==> src/rtl/tpnf_pkg.sv <==
`default_nettype none
// ----------------------------------------------------------------------------
// tpnf_pkg - shared types and constants for the triangle pressure force block
// Request/response payloads, inter-stage structs and the fixed-point constants
// used by the scaling pipeline.
// ----------------------------------------------------------------------------
package tpnf_pkg;

   localparam int CoordW = 24;
   localparam int DiffW  = 25;
   localparam int ProdW  = 50;
   localparam int MagW   = 49;
   localparam int ForceW = 32;
   localparam int MaskW  = 9;

   typedef struct packed {
      logic signed [CoordW-1:0] v0_x;
      logic signed [CoordW-1:0] v0_y;
      logic signed [CoordW-1:0] v0_z;
      logic signed [CoordW-1:0] v1_x;
      logic signed [CoordW-1:0] v1_y;
      logic signed [CoordW-1:0] v1_z;
      logic signed [CoordW-1:0] v2_x;
      logic signed [CoordW-1:0] v2_y;
      logic signed [CoordW-1:0] v2_z;
      logic        [MaskW-1:0]  fixed_mask;
   } req_type;

   typedef struct packed {
      logic signed [ForceW-1:0] f0_x;
      logic signed [ForceW-1:0] f0_y;
      logic signed [ForceW-1:0] f0_z;
      logic signed [ForceW-1:0] f1_x;
      logic signed [ForceW-1:0] f1_y;
      logic signed [ForceW-1:0] f1_z;
      logic signed [ForceW-1:0] f2_x;
      logic signed [ForceW-1:0] f2_y;
      logic signed [ForceW-1:0] f2_z;
      logic                     saturated;
   } rsp_type;

   // one normal component as sign and magnitude
   typedef struct packed {
      logic            neg;
      logic [MagW-1:0] mag;
   } nrm_type;

   // one scaled force component
   typedef struct packed {
      logic [ForceW-1:0] value;
      logic              clip;
   } frc_type;

   // rounding offset: half of 6 * 2^20, expressed before the >> 21
   localparam logic [49:0] HalfDiv = 50'h30_0000;

   // t >= 3*(limit+1) means the quotient exceeds the limit
   localparam logic [52:0] PosSatLimit = 53'h1_8000_0000;
   localparam logic [52:0] NegSatLimit = 53'h1_8000_0003;

   // ceil(2^35 / 3), exact quotient for t < 2^35
   localparam logic [33:0] RecipThird = 34'h2_AAAA_AAAB;

   localparam logic [ForceW-1:0] PosClip = 32'h7FFF_FFFF;
   localparam logic [ForceW-1:0] NegClip = 32'h8000_0000;

   // register stages ahead of the output register
   localparam int StageCnt = 6;

endpackage
`default_nettype wire

==> src/rtl/tpnf_scale.sv <==
`default_nettype none
// ----------------------------------------------------------------------------
// tpnf_scale - pressure scaling of one normal component
// Three register stages: split product with |pressure|, rounding shift,
// saturation compare and reciprocal multiply for the divide by three.
// ----------------------------------------------------------------------------
module tpnf_scale (
   input  logic                        clock,
   input  logic                        enable,
   input  logic signed [23:0]          pressure,
   input  tpnf_pkg::nrm_type           nrm,
   output tpnf_pkg::frc_type           frc
);
   import tpnf_pkg::*;

   logic              p_neg;
   logic [CoordW-1:0] p_mag;

   logic [47:0] hi_ff,  hi_in;
   logic [48:0] lo_ff,  lo_in;
   logic        neg_d_ff;
   logic [49:0] lo_rnd;
   logic [52:0] t_ff,   t_in;
   logic        neg_e_ff;
   logic [49:0] ph_ff,  ph_in;
   logic [49:0] pl_ff,  pl_in;
   logic        neg_f_ff;
   logic        clip_ff, clip_in;
   logic [66:0] prod_sum;
   logic [ForceW-1:0] quot;

   assign p_neg = pressure[CoordW-1];
   assign p_mag = p_neg ? CoordW'(-pressure) : CoordW'(pressure);

   // magnitude split at bit 25 keeps each multiply within 25x24
   assign hi_in = 48'(nrm.mag[MagW-1:25]) * 48'(p_mag);
   assign lo_in = 49'(nrm.mag[24:0]) * 49'(p_mag);

   assign lo_rnd = {1'b0, lo_ff} + HalfDiv;
   assign t_in   = {1'b0, hi_ff, 4'b0000} + 53'(lo_rnd[49:21]);

   assign clip_in = neg_e_ff ? (t_ff >= NegSatLimit) : (t_ff >= PosSatLimit);
   // when not clipped t fits in 33 bits
   assign ph_in   = 50'(t_ff[32:0]) * 50'(RecipThird[33:17]);
   assign pl_in   = 50'(t_ff[32:0]) * 50'(RecipThird[16:0]);

   always_ff @(posedge clock) begin
      if (enable) begin
         hi_ff    <= hi_in;
         lo_ff    <= lo_in;
         neg_d_ff <= ~(p_neg ^ nrm.neg);
         t_ff     <= t_in;
         neg_e_ff <= neg_d_ff;
         ph_ff    <= ph_in;
         pl_ff    <= pl_in;
         neg_f_ff <= neg_e_ff;
         clip_ff  <= clip_in;
      end
   end

   assign prod_sum = {ph_ff, 17'b0} + 67'(pl_ff);
   assign quot     = prod_sum[66:35];

   always_comb begin
      frc.clip = clip_ff;
      if (clip_ff) begin
         frc.value = neg_f_ff ? NegClip : PosClip;
      end else begin
         frc.value = neg_f_ff ? ForceW'(-quot) : quot;
      end
   end

endmodule
`default_nettype wire

==> config.mk <==
export PLATFORM = sky130hd
export DESIGN_NAME = tpnf_scale
export DESIGN_NICKNAME = d
export VERILOG_FILES = /design/src/rtl/tpnf_pkg.sv /design/src/rtl/tpnf_scale.sv
export SDC_FILE = /design/constraint.sdc
export NUM_CORES = 2
export LEC_CHECK = 0
export BUFFER_PORTS_ARGS = -buffer_cell sky130_fd_sc_hd__buf_2
export CORE_MARGIN = 4
export CORE_UTILIZATION = 55
export CTS_CLUSTER_DIAMETER = 80
export CTS_CLUSTER_SIZE = 16
export DETAILED_ROUTE_END_ITERATION = 8
export PLACE_DENSITY = 0.77
export SYNTH_ARGS = -nofsm -noshare
export SYNTH_HDL_FRONTEND = slang
export SYNTH_SLANG_ARGS = --single-unit
==> constraint.sdc <==
create_clock -name clock -period 10.3 [get_ports clock]
set_input_delay 2.06 -clock clock [delete_from_list [all_inputs] [get_ports clock]]
set_output_delay 2.06 -clock clock [all_outputs]
set_load 0.005 [all_outputs]
==> flow_summary.yaml <==
setup_path:
  critPathCapture: "hi_ff[45]"
  arrival_ns: 10.20
  critPathMaxFanout: 9
  reg2reg_from: "t_ff[3]"
  path_buf_inv: 7
  max_stage_delay_ns: 0.54
  worst_setup_path_end_kind: "register"
  rrSetupSlack_ns: 2.90
  r2r-end: "pl_ff[44]"
  required_ns: 10.58
  critPathTopFamily: "adder cells"
  crit_start: "pressure[2]"
  cp-start-kind: "input port"
  crit_top_cell: "fa_1"
  cp.depth: 31
  crit_type: "input port to register"
  slowest_stage: "fa_1"
  r2r_cells: 20
detailed_routing:
  postRouteWirelength_mm: 161
  drtIter0Drc: 2995
  met2_length_mm: 78.4
  num_vias: 45672
  drt_first_pass_iters: 6
  routed.top_layer: "met5"
  wl_per_cell_um: 19.6
  ant_nets: 0
  routed_via_density: 5.57
  wl_met1_mm: 61.8
  drc: 0
  wl_met3_mm: 12.4
logic_synthesis:
  synth_top_area_share_pct: 40.8
  synth-seq-area-share_pct: 10.4
  yosysWarnings: 0
  synth_top_area_cell: "fa_1"
  synth_area_um2: 62200
  ys_dominant_reg_cell: "edfxtp_1"
  syn_inst: 6639
  ys_ff_latch: 216
  synth_nets: 8650
  async_flop_share_pct: 0
  yosysUniqueCellTypes: 88
  synthTopCellsByArea: "fa_1 (41%), ha_1 (13%), edfxtp_1 (10%), inv_1 (9.1%), nand2_1 (5.5%)"
  syn_avg_cell_area_um2: 9.37
  synth_edf_count: 216
timing:
  setup_viol: 0
  hold_viol: 0
  timing.fmax_ghz: 0.101
  period_share_pct: 96.4
  layout_min_cycle_time_ns: 9.92
  fin_worst_skew_ns: 0.0226
  worst_slew_pin_slew_ns: 1.05
  rsz0062_at_grt: "yes"
  relSlewSlack_pct: 29.1
  timing.final.max_slew_violations: 0
floorplanning:
  initial_utilization_pct: 55.4
  die_width_um: 344
  rows: 123
  core_um2: 112000
  ios: 109
  die_area_um2: 119000
  fp.dieH_um: 344
hold_path:
  min_path_type: "register to register"
final_layout:
  multiInputGateArea_um2: 49300
  postLayoutCoreUtil_pct: 58.9
  final_cell_mix: "inv_1 (1516), fa_1 (1267), nand2_1 (914), ha_1 (667), and2_1 (422)"
  syn2layout_area_growth_pct: 6.36
  final_layout_size_suffix_gt1_share_pct: 5.85
  fin_nets: 8706
  layout.cells.non_filler: 8199
  final_common_cell: "inv_1"
  regArea_um2: 6490
  nFillCells: 9543
run_status:
  status: "finished clean"
placed_design:
  routabilityCongestion: 0.948
  io_buffer_count: 108
  dp.cells: 8174
  dp_hpwl_mm: 133
flow_run:
  drv_cap: 0
cts:
  cts.sinks: 216
  cts_root_buffer: "clkbuf_16"
  clk_pin_slew_ns: 0.08
  cts_tree: "done"
  cts_buffers: 19
  clk_latency_ns: 0.54
  cts_buffer_depth: 3
  postCtsHoldBufs: 0
  cts_setup_buffers: 0
  htree_levels: 1
grt:
  grt_pass1_wl_mm: 261
  grt_pass1_vias: 49616
  grt.total_usage_pct: 28.0
  antenna_found_initial: 2
  grt-ovfl-total: 0
  grt_max_degree: 82
kinds of logic after synthesis:
logic type	after synthesis	share of synthesized area [%]
AND/OR/NAND/NOR	1804	13.9
adder cells (fa/ha/maj)	1935	54.2
XOR/XNOR	269	3.80
flip-flops	216	10.4
multiplexers	13	0.221
AO/OA/AOI/OAI	626	6.67
buffers and inverters	1776	10.7
Yosys cell counts (5+ instances only):
master,count
edfxtp_1,216
ha_1,668
nand3_1,68
fa_1,1267
a31oi_1,22
nor3_1,39
and3_1,27
a221o_1,7
mux2i_1,7
o21bai_1,32
xor2_1,81
or2_2,12
o21ai_0,91
mux2_2,6
o22ai_1,13
and4_1,13
nand4_1,33
o21a_1,25
a211o_1,5
o31ai_1,18
o31a_1,7
or3_1,9
or4_1,5
nand2_1,914
o311ai_0,5
clkbuf_1,254
nor4_1,20
nor3b_1,5
nand2b_1,35
nor2_1,143
nor2b_1,32
nand3b_1,7
a21oi_1,191
a211oi_1,21
a22oi_1,5
inv_1,1516
o211ai_1,9
a21o_1,113
xnor2_1,187
and2_1,422
stage by stage:
step                      TNS, ns  setup WS, ns  instance area (um^2)  hold slack [ns]
final                           0         0.376                 66200            0.435
after floorplan                 0        0.0577                 62200            0.400
after global placement      -1.45        -0.300                 65600            0.406
after CTS                       0         0.123                 66100            0.427
after detailed placement    -4.96        -0.439                 65600            0.406
after global routing       -0.146       -0.0559                 66200            0.438
routing by layer:
| layer | vias to the layer above | global-route usage, % |
|---|---|---|
| met5 | - | 0 |
| met4 | 4 | 11.9 |
| met3 | 464 | 4.91 |
| met2 | 1882 | 48.1 |
| met1 | 22889 | 34.9 |
| li1 | 20433 | - |
how the worst min path moves through the flow:
stage / endpoint / slack (ns) / startpoint / cells after the start
final: neg_e_ff / 0.43 / neg_d_ff / 0
after global routing: neg_e_ff / 0.44 / neg_d_ff / 0
after CTS: neg_e_ff / 0.43 / neg_d_ff / 0
after detailed placement: neg_e_ff / 0.41 / neg_d_ff / 0
after global placement: neg_e_ff / 0.41 / neg_d_ff / 0
after floorplan: neg_e_ff / 0.40 / neg_d_ff / 0
registers in the layout, summed over array words and instances, names as in the netlist:
register and flops:
neg_e_ff 1, lo_ff 29, clip_ff 1, neg_d_ff 1
hi_ff 48, ph_ff 50, t_ff 53, neg_f_ff 1
pl_ff 32
layout make-up:
class	instances	area share, %
sequential	216	9.80
multi-input combinational	4647	74.5
tap	1500	2.84
clock inverter	5	0.0927
clock buffer	19	0.719
inverter	1516	8.60
timing repair buffer	295	3.46
antenna	1	0.00378
timing repair:
| item | in CTS | in global routing |
|---|---|---|
| hold endpoints to repair | 0 | 0 |
| gates resized for setup | 0 | 14 |
| setup endpoints to repair | 0 | 23 |
Power is left out: the tool's default activity adds up to more than one toggle a clock period on the data nets, which glitch-free logic cannot reach.
